**src/rtl/lfw_pkg.sv**
```systemverilog
`timescale 1ns / 1ps
// lfw_pkg: constants shared by the line fold block and its channel interfaces.
// No dependencies.

package lfw_pkg;

    localparam int BYTE_W      = 8;
    localparam int ADDR_W      = 6;
    localparam int STORE_DEPTH = 1 << ADDR_W;
    localparam int CFG_W       = 6;
    localparam int CFG_IDX_W   = 1;

    localparam logic [ADDR_W-1:0] MAX_WIDTH = 6'd63;

    localparam logic [BYTE_W-1:0] NEWLINE_BYTE = 8'h0A;
    localparam logic [BYTE_W-1:0] SPACE_BYTE   = 8'h20;
    localparam logic [BYTE_W-1:0] TAB_BYTE     = 8'h09;

    localparam logic [CFG_IDX_W-1:0] REG_LINE_WIDTH     = 1'd0;
    localparam logic [CFG_IDX_W-1:0] REG_BREAK_AT_SPACE = 1'd1;

endpackage

```
**src/rtl/lfw_if.sv**
```systemverilog
`timescale 1ns / 1ps
// lfw_in_if / lfw_out_if: valid/ready channels for text bytes in and folded bytes out.
// Depends on lfw_pkg.

interface lfw_in_if import lfw_pkg::*; ();
    logic              valid;
    logic              ready;
    logic [BYTE_W-1:0] in_byte;

    modport source (output valid, output in_byte, input ready);
    modport sink   (input valid, input in_byte, output ready);
endinterface

interface lfw_out_if import lfw_pkg::*; ();
    logic              valid;
    logic              ready;
    logic [BYTE_W-1:0] out_byte;
    logic              last_of_run;

    modport source (output valid, output out_byte, output last_of_run, input ready);
    modport sink   (input valid, input out_byte, input last_of_run, output ready);
endinterface

```
**src/rtl/line_fold_wrapper.sv**
```systemverilog
`timescale 1ns / 1ps
// line_fold_wrapper: folds a byte stream into lines, segment kept in a 64-byte store.
// Depends on lfw_pkg and lfw_in_if / lfw_out_if.
//
//  channel    dir  payload                 request when
//  bytes      in   in_byte                 valid && ready
//  lines      out  out_byte, last_of_run   valid && ready
//  cfg        in   cfg_index, cfg_data     cfg_we
//
// A byte that causes no line is stored. A newline, or a byte that forces a break,
// sends the line's stored bytes, then a newline: the single store read port
// delivers one byte a cycle while the output queue has room. A 2-entry output
// queue absorbs downstream stalls. Reset leaves the store undefined; no clearing pass.

module line_fold_wrapper
    import lfw_pkg::*;
(
    input  logic                 clk,
    input  logic                 rst_n,
    lfw_in_if.sink               bytes,
    lfw_out_if.source            lines,
    input  logic                 cfg_we,
    input  logic [CFG_IDX_W-1:0] cfg_index,
    input  logic [CFG_W-1:0]     cfg_data
);

    localparam logic ST_IDLE  = 1'b0;
    localparam logic ST_DRAIN = 1'b1;

    logic [BYTE_W-1:0] store_mem [STORE_DEPTH];
    logic [BYTE_W-1:0] rd_data_reg;

    logic              state_reg, state_next;
    logic [ADDR_W-1:0] start_reg, start_next;
    logic [ADDR_W-1:0] col_reg, col_next;
    logic [ADDR_W-1:0] bp_reg, bp_next;
    logic [ADDR_W-1:0] width_reg;
    logic              bas_reg;
    logic [ADDR_W-1:0] drain_addr_reg, drain_addr_next;
    logic [ADDR_W-1:0] drain_left_reg, drain_left_next;
    logic [BYTE_W-1:0] held_byte_reg, held_byte_next;
    logic              p_valid_reg, p_valid_next;
    logic              p_nl_reg, p_nl_next;

    logic [BYTE_W-1:0] q_byte_reg [2];
    logic              q_last_reg [2];
    logic              q_wptr_reg, q_rptr_reg;
    logic [1:0]        q_cnt_reg;

    logic              mem_we, mem_re;
    logic [ADDR_W-1:0] mem_wa, mem_ra;
    logic [BYTE_W-1:0] mem_wd;

    logic [ADDR_W-1:0] width_eff;
    logic              accept, pop, can_issue, is_nl, need_break;
    logic [1:0]        occ_after;
    logic [ADDR_W-1:0] cut;
    logic [BYTE_W-1:0] p_byte;

    always_comb
    begin
        if (width_reg == '0)
            width_eff = {{(ADDR_W-1){1'b0}}, 1'b1};
        else if (width_reg > MAX_WIDTH)
            width_eff = MAX_WIDTH;
        else
            width_eff = width_reg;
    end

    assign bytes.ready = (state_reg == ST_IDLE);
    assign accept      = bytes.valid && bytes.ready;
    assign is_nl       = (bytes.in_byte == NEWLINE_BYTE);
    assign need_break  = (col_reg >= width_eff);

    assign lines.valid       = (q_cnt_reg != 2'd0);
    assign lines.out_byte    = q_byte_reg[q_rptr_reg];
    assign lines.last_of_run = q_last_reg[q_rptr_reg];
    assign pop               = lines.valid && lines.ready;

    assign occ_after = q_cnt_reg + {1'b0, p_valid_reg} - {1'b0, pop};
    assign can_issue = (occ_after < 2'd2);
    assign p_byte    = p_nl_reg ? NEWLINE_BYTE : rd_data_reg;

    always_comb
    begin
        if (is_nl || !(bas_reg && bp_reg != '0))
            cut = col_reg;
        else
            cut = bp_reg;
    end

    always_comb
    begin
        state_next      = state_reg;
        start_next      = start_reg;
        col_next        = col_reg;
        bp_next         = bp_reg;
        drain_addr_next = drain_addr_reg;
        drain_left_next = drain_left_reg;
        held_byte_next  = held_byte_reg;
        p_valid_next    = 1'b0;
        p_nl_next       = p_nl_reg;
        mem_we          = 1'b0;
        mem_re          = 1'b0;
        mem_wa          = start_reg + col_reg;
        mem_ra          = drain_addr_reg;
        mem_wd          = held_byte_reg;
        case (state_reg)
            ST_IDLE:
            begin
                if (accept)
                begin
                    if (is_nl || need_break)
                    begin
                        drain_addr_next = start_reg;
                        drain_left_next = cut;
                        held_byte_next  = bytes.in_byte;
                        start_next      = start_reg + cut;
                        col_next        = col_reg - cut;
                        bp_next         = '0;
                        state_next      = ST_DRAIN;
                    end
                    else
                    begin
                        mem_we   = 1'b1;
                        mem_wd   = bytes.in_byte;
                        col_next = col_reg + ADDR_W'(1);
                        if (bytes.in_byte inside {SPACE_BYTE, TAB_BYTE})
                            bp_next = col_reg + ADDR_W'(1);
                    end
                end
            end
            ST_DRAIN:
            begin
                if (can_issue)
                begin
                    p_valid_next = 1'b1;
                    if (drain_left_reg != '0)
                    begin
                        mem_re          = 1'b1;
                        p_nl_next       = 1'b0;
                        drain_addr_next = drain_addr_reg + ADDR_W'(1);
                        drain_left_next = drain_left_reg - ADDR_W'(1);
                    end
                    else
                    begin
                        // final newline; the held byte, unless a newline, joins the carried-over segment
                        p_nl_next  = 1'b1;
                        state_next = ST_IDLE;
                        if (held_byte_reg != NEWLINE_BYTE)
                        begin
                            mem_we   = 1'b1;
                            col_next = col_reg + ADDR_W'(1);
                            if (held_byte_reg inside {SPACE_BYTE, TAB_BYTE})
                                bp_next = col_reg + ADDR_W'(1);
                        end
                    end
                end
            end
            default:
            begin
                state_next = ST_IDLE;
            end
        endcase
    end

    always_ff @(posedge clk)
    begin
        if (mem_we)
            store_mem[mem_wa] <= mem_wd;
        if (mem_re)
            rd_data_reg <= store_mem[mem_ra];
    end

    always_ff @(posedge clk or negedge rst_n)
    begin
        if (!rst_n)
        begin
            state_reg      <= ST_IDLE;
            start_reg      <= '0;
            col_reg        <= '0;
            bp_reg         <= '0;
            width_reg      <= MAX_WIDTH;
            bas_reg        <= 1'b0;
            drain_addr_reg <= '0;
            drain_left_reg <= '0;
            p_valid_reg    <= 1'b0;
            p_nl_reg       <= 1'b0;
            q_wptr_reg     <= 1'b0;
            q_rptr_reg     <= 1'b0;
            q_cnt_reg      <= 2'd0;
        end
        else
        begin
            state_reg      <= state_next;
            start_reg      <= start_next;
            col_reg        <= col_next;
            bp_reg         <= bp_next;
            drain_addr_reg <= drain_addr_next;
            drain_left_reg <= drain_left_next;
            p_valid_reg    <= p_valid_next;
            p_nl_reg       <= p_nl_next;
            if (cfg_we)
            begin
                case (cfg_index)
                    REG_LINE_WIDTH:     width_reg <= cfg_data;
                    REG_BREAK_AT_SPACE: bas_reg   <= cfg_data[0];
                    default:            ;
                endcase
            end
            if (p_valid_reg)
                q_wptr_reg <= ~q_wptr_reg;
            if (pop)
                q_rptr_reg <= ~q_rptr_reg;
            q_cnt_reg <= q_cnt_reg + {1'b0, p_valid_reg} - {1'b0, pop};
        end
    end

    always_ff @(posedge clk)
    begin
        held_byte_reg <= held_byte_next;
        if (p_valid_reg)
        begin
            q_byte_reg[q_wptr_reg] <= p_byte;
            q_last_reg[q_wptr_reg] <= p_nl_reg;
        end
    end

`ifndef SYNTHESIS
    a_queue_room: assert property (@(posedge clk) disable iff (!rst_n)
        p_valid_reg |-> (q_cnt_reg != 2'd2 || pop))
        else $error("output queue overflow");

    a_last_is_newline: assert property (@(posedge clk) disable iff (!rst_n)
        (lines.valid && lines.last_of_run) |-> (lines.out_byte == NEWLINE_BYTE))
        else $error("last byte of a run is not a newline");

    a_append_count: assert property (@(posedge clk) disable iff (!rst_n)
        (accept && !is_nl && !need_break) |=> (col_reg == $past(col_reg) + ADDR_W'(1)))
        else $error("column count did not advance on append");

    a_no_read_on_idle: assert property (@(posedge clk) disable iff (!rst_n)
        (state_reg == ST_IDLE) |-> !mem_re)
        else $error("store read outside a drain");

    a_drain_blocks_input: assert property (@(posedge clk) disable iff (!rst_n)
        (accept && (is_nl || need_break)) |=> !bytes.ready)
        else $error("input taken during a drain");
`endif

endmodule
```
**src/flat_wrapper.sv**
```systemverilog
// flat-port wrapper written by rule: the top's interface ports become plain ports
module line_fold_wrapper_flat import lfw_pkg::*;
  (clk, rst_n, cfg_we, cfg_index, cfg_data, bytes_valid, bytes_in_byte, bytes_ready, lines_valid, lines_out_byte, lines_last_of_run, lines_ready);
  lfw_in_if bytes_i ();
  lfw_out_if lines_i ();
  input  logic clk;
  input  logic rst_n;
  input  logic cfg_we;
  input  logic [CFG_IDX_W-1:0] cfg_index;
  input  logic [CFG_W-1:0] cfg_data;
  input wire logic [$bits(bytes_i.valid)-1:0] bytes_valid;
  input wire logic [$bits(bytes_i.in_byte)-1:0] bytes_in_byte;
  output wire logic [$bits(bytes_i.ready)-1:0] bytes_ready;
  output wire logic [$bits(lines_i.valid)-1:0] lines_valid;
  output wire logic [$bits(lines_i.out_byte)-1:0] lines_out_byte;
  output wire logic [$bits(lines_i.last_of_run)-1:0] lines_last_of_run;
  input wire logic [$bits(lines_i.ready)-1:0] lines_ready;
  assign bytes_i.valid = bytes_valid;
  assign bytes_i.in_byte = bytes_in_byte;
  assign bytes_ready = bytes_i.ready;
  assign lines_valid = lines_i.valid;
  assign lines_out_byte = lines_i.out_byte;
  assign lines_last_of_run = lines_i.last_of_run;
  assign lines_i.ready = lines_ready;
  line_fold_wrapper u_core (.clk(clk), .rst_n(rst_n), .bytes(bytes_i), .lines(lines_i), .cfg_we(cfg_we), .cfg_index(cfg_index), .cfg_data(cfg_data));
endmodule
```
**config.mk**
```make
export PLATFORM = sky130hd
export DESIGN_NAME = line_fold_wrapper_flat
export DESIGN_NICKNAME = d
export VERILOG_FILES = /design/src/rtl/lfw_pkg.sv /design/src/rtl/lfw_if.sv /design/src/rtl/line_fold_wrapper.sv /design/src/flat_wrapper.sv
export SDC_FILE = /design/constraint.sdc
export NUM_CORES = 1
export LEC_CHECK = 0
export ABC_AREA = 1
export BUFFER_PORTS_ARGS = -buffer_cell sky130_fd_sc_hd__buf_2
export CORE_UTILIZATION = 40
export CTS_CLUSTER_DIAMETER = 120
export DETAILED_ROUTE_END_ITERATION = 10
export SYNTH_ARGS = -nofsm -noshare
export SYNTH_HDL_FRONTEND = slang
export SYNTH_SLANG_ARGS = --single-unit
```
**constraint.sdc**
```tcl
create_clock -name clk -period 10.75 [get_ports clk]
set_clock_uncertainty 0.15 [all_clocks]
set_input_delay 0.5375 -clock clk [delete_from_list [all_inputs] [get_ports clk]]
set_output_delay 0.5375 -clock clk [all_outputs]
set_load 0.01 [all_outputs]
```
==> summary.txt, run 1 <==
Power and ir drop
  • Leak pwr: 9.76 nW
  • Pwr dens: 285 nW/um^2
  • VDD IR max: 0.000155 V

STA
  • Setup-failing EPs final: 0
  • Slew headroom: 0.283
  • Hold violation count in the final report: 0
  • RSZ-0062 raised after global routing: no
  • Fmax: 269 MHz
  • PnR worst setup slack: 7.03 ns
  • Hold WS: 0.0346 ns
  • Fin Setup TNS: 0 ns
  • Final Critical Period: 3.72 ns
  • Tcrit/Tclk final: 0.346
  • Slew Limit Fails: 0
  • Worst-margin pin slew: 1.07 ns

Floorplan
  • Core Box Area: 61900 sq um
  • Num rows: 91
  • Chip width: 253 microns
  • Die area: 64000 sq um
  • Initial Utilization: 0.407
  • I/O pin count: 31
  • Die height: 253 microns

Clock network
  • Sink Count: 590
  • H-tree levels: 2
  • Post-CTS resize count: 0
  • Number of buffers created by CTS: 60
  • Clk pin slew, worst setup/hold paths: 0.06 ns
  • Worst-skew pair later-pin latency: 0.63 ns
  • Max Root-Sink Buffers: 3
  • Root Driver: clkbuf_16
  • CTS tree: done

Global routing
  • Largest net degree at the start of global routing: 118
  • Tot GR Track Use: 0.202
  • Initial antenna violation count: 0
  • Grt ovf: 0
  • First-pass GRT wire length: 98100 microns
  • Vias in the first global route: 16200

Layout
  • Most common library cell in the layout ignoring fill and taps: edfxtp_1
  • Most frequent cells in the layout: 546 x edfxtp_1, 394 x nor2_1, 288 x nand2_1
  • Antenna diode count: 0
  • Layout cells sized above 1: 0.0883
  • Max FFs per register: 512
  • Layout net count: 2210
  • Final core utilization: 0.454
  • Layout area overhead: 11.6%
  • Fill cell count: 5613

Yosys
  • Synth async-reset ratio: 0.0746
  • Synth cell types: 47
  • Post-synthesis sequential area ratio: 0.695
  • Syn. warnings: 0
  • Post-synth EDFFs: 546
  • Cell Area, Synth: 25200 sq um
  • Syn Area/Cell: 11.7 sq um
  • Gate Count Post-Synth: 2150
  • Synthesis-stage register bit count: 590
  • Syn_nets: 2200
  • Synth Flop Type: edfxtp_1

Setup path
  • WP data arrival: 3.81 ns
  • WP data required: 10.85 ns
  • Largest fanout on the critical path: 14
  • Startpoint types: register
  • Crit end category: register
  • Crit Path Category: register to register

Detailed routing
  • Vias per inst: 5.46
  • 1st-pass router iterations: 6
  • Vias: 16600
  • Drt wl/cell: 21.2 microns
  • DR iter-0 viols: 1854
  • Final ANT Viol Nets: 0
  • Final Routed Wirelength: 64500 microns
  • Remaining DRCs: 0

Worst hold path
  • Worst Hold Class: input pin to register

Place
  • Routability cong.: 0.853
  • Number of buffers added on ports: 30
  • Pre-CTS WS: 7.04 ns
  • Detailed Place HPWL: 37500 microns

Run
  • Max Cap Viol: 0

Outcome
  • Outcome: finished, final reports clean
==> critical path: stages (launching register included) <==
cell and delay [ns]:
dfstp_2 0.52, inv_1 0.06, a31o_2 0.24, ha_1 0.27, nand4_1 0.14, nand4_4 0.19
nor2_4 0.46, inv_4 0.11, nand2_8 0.16, nand3_4 0.26, nor2_1 0.78
==> what timing repair did <==
action / CTS / global route
endpoints found under the hold margin: 50 / 0
buffers inserted: 0 / 0
hold buffers: 14 / 0
==> path summary, 6_finish.rpt <==
path	slack, ns	end	cells after the start	start
min in group asynchronous	0.50	u_core.bp_reg[2]	2	rst_n
max in group asynchronous	9.20	u_core.drain_addr_reg[0]	2	rst_n
hold / removal	0.03	u_core.width_reg[3]	3	cfg_data[3]
hold reg to reg	0.35	u_core.width_reg[1]	2	u_core.width_reg[1]
setup reg to reg	7.03	u_core.store_mem[20][7]	10	u_core.width_reg[5]
setup / recovery	7.03	u_core.store_mem[20][7]	10	u_core.width_reg[5]
==> metrics by stage <==
stage	std cells	cell area, sq um	total power, mW
6_report	3046	28100	8.00
5_1_grt	3046	28100	8.41
4_1_cts	3046	28100	8.02
3_5_place_dp	2921	26000	5.92
3_3_place_gp	2921	26000	5.89
2_1_floorplan	2150	25200	5.01
==> power by group <==
group          total (mW)  switching [mW]  leakage (nW)  internal (mW)
clock                2.11           0.873         0.962           1.23
sequential           3.14           0.194          5.46           2.95
combinational        2.75            2.04          3.33          0.709
==> final cells by class <==
cell class | instances | area (sq um) | share of cell area
clock buffers | 74 | 1590 | 0.0564
flip-flops and latches | 590 | 17500 | 0.623
inverters | 90 | 347 | 0.0123
multi-input cells | 1354 | 6800 | 0.242
clock inverters | 37 | 389 | 0.0138
repair buffers | 64 | 440 | 0.0157
well taps | 837 | 1050 | 0.0372
==> synthesized netlist by cell type (5+ instances only) <==
| library cell | number | area (sq um) |
|---|---|---|
| clkbuf_1 | 37 | 139 |
| a21oi_1 | 39 | 195 |
| ha_1 | 27 | 338 |
| buf_2 | 53 | 265 |
| o221ai_1 | 12 | 105 |
| buf_6 | 11 | 124 |
| o22ai_1 | 37 | 231 |
| dfrtp_1 | 38 | 951 |
| o21ai_1 | 26 | 130 |
| buf_4 | 11 | 82.6 |
| o21ai_0 | 270 | 1350 |
| o211ai_1 | 54 | 405 |
| xor2_1 | 14 | 123 |
| nand3_4 | 8 | 140 |
| nor2_1 | 395 | 1480 |
| nand2_1 | 291 | 1090 |
| xnor2_1 | 5 | 43.8 |
| nand4_1 | 18 | 113 |
| or2_2 | 8 | 50.1 |
| nand3_1 | 109 | 546 |
| dfstp_2 | 6 | 158 |
| inv_1 | 81 | 304 |
| inv_2 | 5 | 18.8 |
| edfxtp_1 | 546 | 16400 |
==> per-layer routing <==
layer | up-vias | GRT usage | routed length, microns | part of all wire
li1 | 7688 | - | - | -
met1 | 8096 | 0.276 | 26900 | 0.42
met3 | 128 | 0.0368 | 5030 | 0.078
met5 | - | 0 | 0 | 0
met2 | 725 | 0.325 | 30500 | 0.47
met4 | 0 | 0.0701 | 1990 | 0.031
==> kinds of logic (layout without fill, tap and decap cells) <==
family	Yosys count	in the layout	synth area share
and+or+nand+nor	852	852	0.143
DFF	590	590	0.695
buffers and inverters	206	265	0.0384
adders and majority gates	30	30	0.0158
xor gates and xnor gates	20	20	0.00725
AOI/OAI and AO/OA	452	452	0.100
No activity file was read; power rests on OpenSTA's default activity.
==> run 2: changes to the inputs <==
clock period = 3.4 ns   (was 10.75 ns; I/O delays follow)
==> run 2 against run 1 <==
- combinational power grew to 3.6 times the previous value
- cell area up 4.7%
- utilization rose by 2.1 points
- routed wire length grew 2.7%
- clock power rose to 3.2 times the previous value
- final cell count increased by 4.2%
==> summary.txt, run 2 (synthesis gave the netlist of run 1 again) <==
Outcome
  • Outcome: finished, final reports clean

Global routing
  • Grt ovf: 0
  • First-pass GRT wire length: 99700 microns
  • Initial antenna violation count: 1
  • Tot GR Track Use: 0.208
  • Largest net degree at the start of global routing: 81
  • Vias in the first global route: 16700

Setup path
  • Worst reg-to-reg setup slack: 0.22 ns
  • Crit Path Category: register to register
  • Crit-path cells: or2_2 > nand2_1 > inv_1 > ha_1 > inv_1 > ha_1 > xor2_1 > inv_1 > nor2_2 > nand2_2 > nand2_8 > nand3_4 > nor2_1 > buf_4
  • Crit-path max cell delay: 0.39 ns
  • Crit end category: register
  • CP most frequent cell: inv_1
  • Startpoint types: register
  • WP data required: 3.58 ns
  • Largest fanout on the critical path: 8
  • WP data arrival: 3.35 ns
  • R2R depth: 14
  • CP max-delay cell: dfrtp_1

Place
  • Routability cong.: 0.926
  • Number of buffers added on ports: 30
  • Detailed Place HPWL: 41800 microns

Layout
  • Antenna diode count: 0
  • Layout net count: 2339
  • Layout cells sized above 1: 0.137
  • Most frequent cells in the layout: 546 x edfxtp_1, 391 x nor2_1, 288 x nand2_1
  • Max FFs per register: 512
  • Multi-input gate area: 6800 sq um
  • Sequential Area: 17500 sq um
  • Layout area overhead: 16.8%
  • Most common library cell in the layout ignoring fill and taps: edfxtp_1
  • Final core utilization: 0.475
  • Fill cell count: 5536

Clock network
  • Sink Count: 590
  • Worst-skew pair later-pin latency: 0.63 ns
  • CTS tree: done
  • Clk pin slew, worst setup/hold paths: 0.06 ns
  • Number of buffers created by CTS: 60
  • Max Root-Sink Buffers: 3
  • Root Driver: clkbuf_16
  • H-tree levels: 2

Detailed routing
  • DR iter-0 viols: 1595
  • Final Routed Wirelength: 66200 microns
  • Remaining DRCs: 0
  • Vias: 17100
  • 1st-pass router iterations: 7
  • Final ANT Viol Nets: 0
  • Drt wl/cell: 20.9 microns
  • Vias per inst: 5.38

STA
  • Setup-failing EPs final: 0
  • Slew headroom: 0.285
  • Slew Limit Fails: 0
  • Worst-margin pin slew: 1.07 ns
  • Final Critical Period: 3.18 ns
  • Hold violation count in the final report: 0
  • Hold WS: 0.0510 ns
  • Fmax: 315 MHz
  • Tcrit/Tclk final: 0.935
  • RSZ-0062 raised after global routing: no

Power and ir drop
  • Pwr dens: 892 nW/um^2
  • Clock power share: 0.253
  • Comb pwr share: 0.376
  • VDD IR max: 0.000453 V
  • Sw Ratio: 0.388
  • Int Power: 16.1 mW
  • Power share of the sequential group: 0.371
  • Sw Pwr: 10.2 mW
  • Leak pwr: 10.5 nW

Floorplan
  • Num rows: 91
  • Die height: 253 microns
  • Die area: 64000 sq um
  • Initial Utilization: 0.407
  • Core Box Area: 61900 sq um
  • I/O pin count: 31
  • Chip width: 253 microns

Worst hold path
  • Worst Hold Class: input pin to register
  • Hold depth: 5

Run
  • Max Cap Viol: 0
run 2: what timing repair did:
action / in CTS / in global routing
setup endpoints to repair: 0 / 40
hold buffers: 29 / 0
endpoints found under the hold margin: 65 / 0
buffers inserted: 0 / 6
gates resized for setup: 0 / 3
run 2: layout make-up:
type	count	area share
sequential	590	0.595
multi-input combinational	1354	0.231
timing repair buffer	193	0.0593
clock buffer	68	0.0527
tap	837	0.0356
clock inverter	41	0.0148
inverter	90	0.0117
run 2: stage by stage:
stage,power [mW],std cells,area [sq um],setup TNS (ns),setup slack [ns]
finish,26.3,3173,29400,0,0.221
global route,27.6,3173,29400,0,0.00709
CTS,26.3,3167,29400,0,0.172
detailed placement,19.6,3029,27100,0,0.202
global placement,19.5,3029,27100,0,0.229
floorplan,15.8,2150,25200,-146.84,-0.459
run 2: critical path, delay by kind of cell, from the launching register on:
kind | cells | cell delay (ns)
fa+ha+maj | 2 | 0.45
flops | 1 | 0.39
xor+xnor | 1 | 0.21
simple gates | 7 | 1.27
buf+inv | 4 | 0.38
run 2: final timing paths:
kind,start,to
max,u_core.q_cnt_reg[1],u_core.store_mem[29][2]
min,bytes_valid,u_core.state_reg
max reg2reg,u_core.q_cnt_reg[1],u_core.store_mem[29][2]
min reg2reg,u_core.q_wptr_reg,u_core.q_wptr_reg
max in group asynchronous,rst_n,u_core.drain_addr_reg[1]
min in group asynchronous,rst_n,u_core.drain_left_reg[2]
run 2: routing by layer:
metal	GRT usage	vias to the layer above	share of wire
li1	-	7942	-
met5	0	-	0
met2	0.343	610	0.48
met1	0.275	8385	0.42
met4	0.0828	0	0.038
met3	0.0337	139	0.065
run 2: power groups by stage:
| stage | Combinational, mW | Clock, mW | Sequential, mW |
|---|---|---|---|
| 6_report | 9.87 | 6.65 | 9.75 |
| 5_1_grt | 10.8 | 7.01 | 9.81 |
| 4_1_cts | 9.80 | 6.75 | 9.74 |
| 3_5_place_dp | 9.72 | 0 | 9.89 |
| 3_3_place_gp | 9.65 | 0 | 9.88 |
| 2_1_floorplan | 6.12 | 0 | 9.70 |
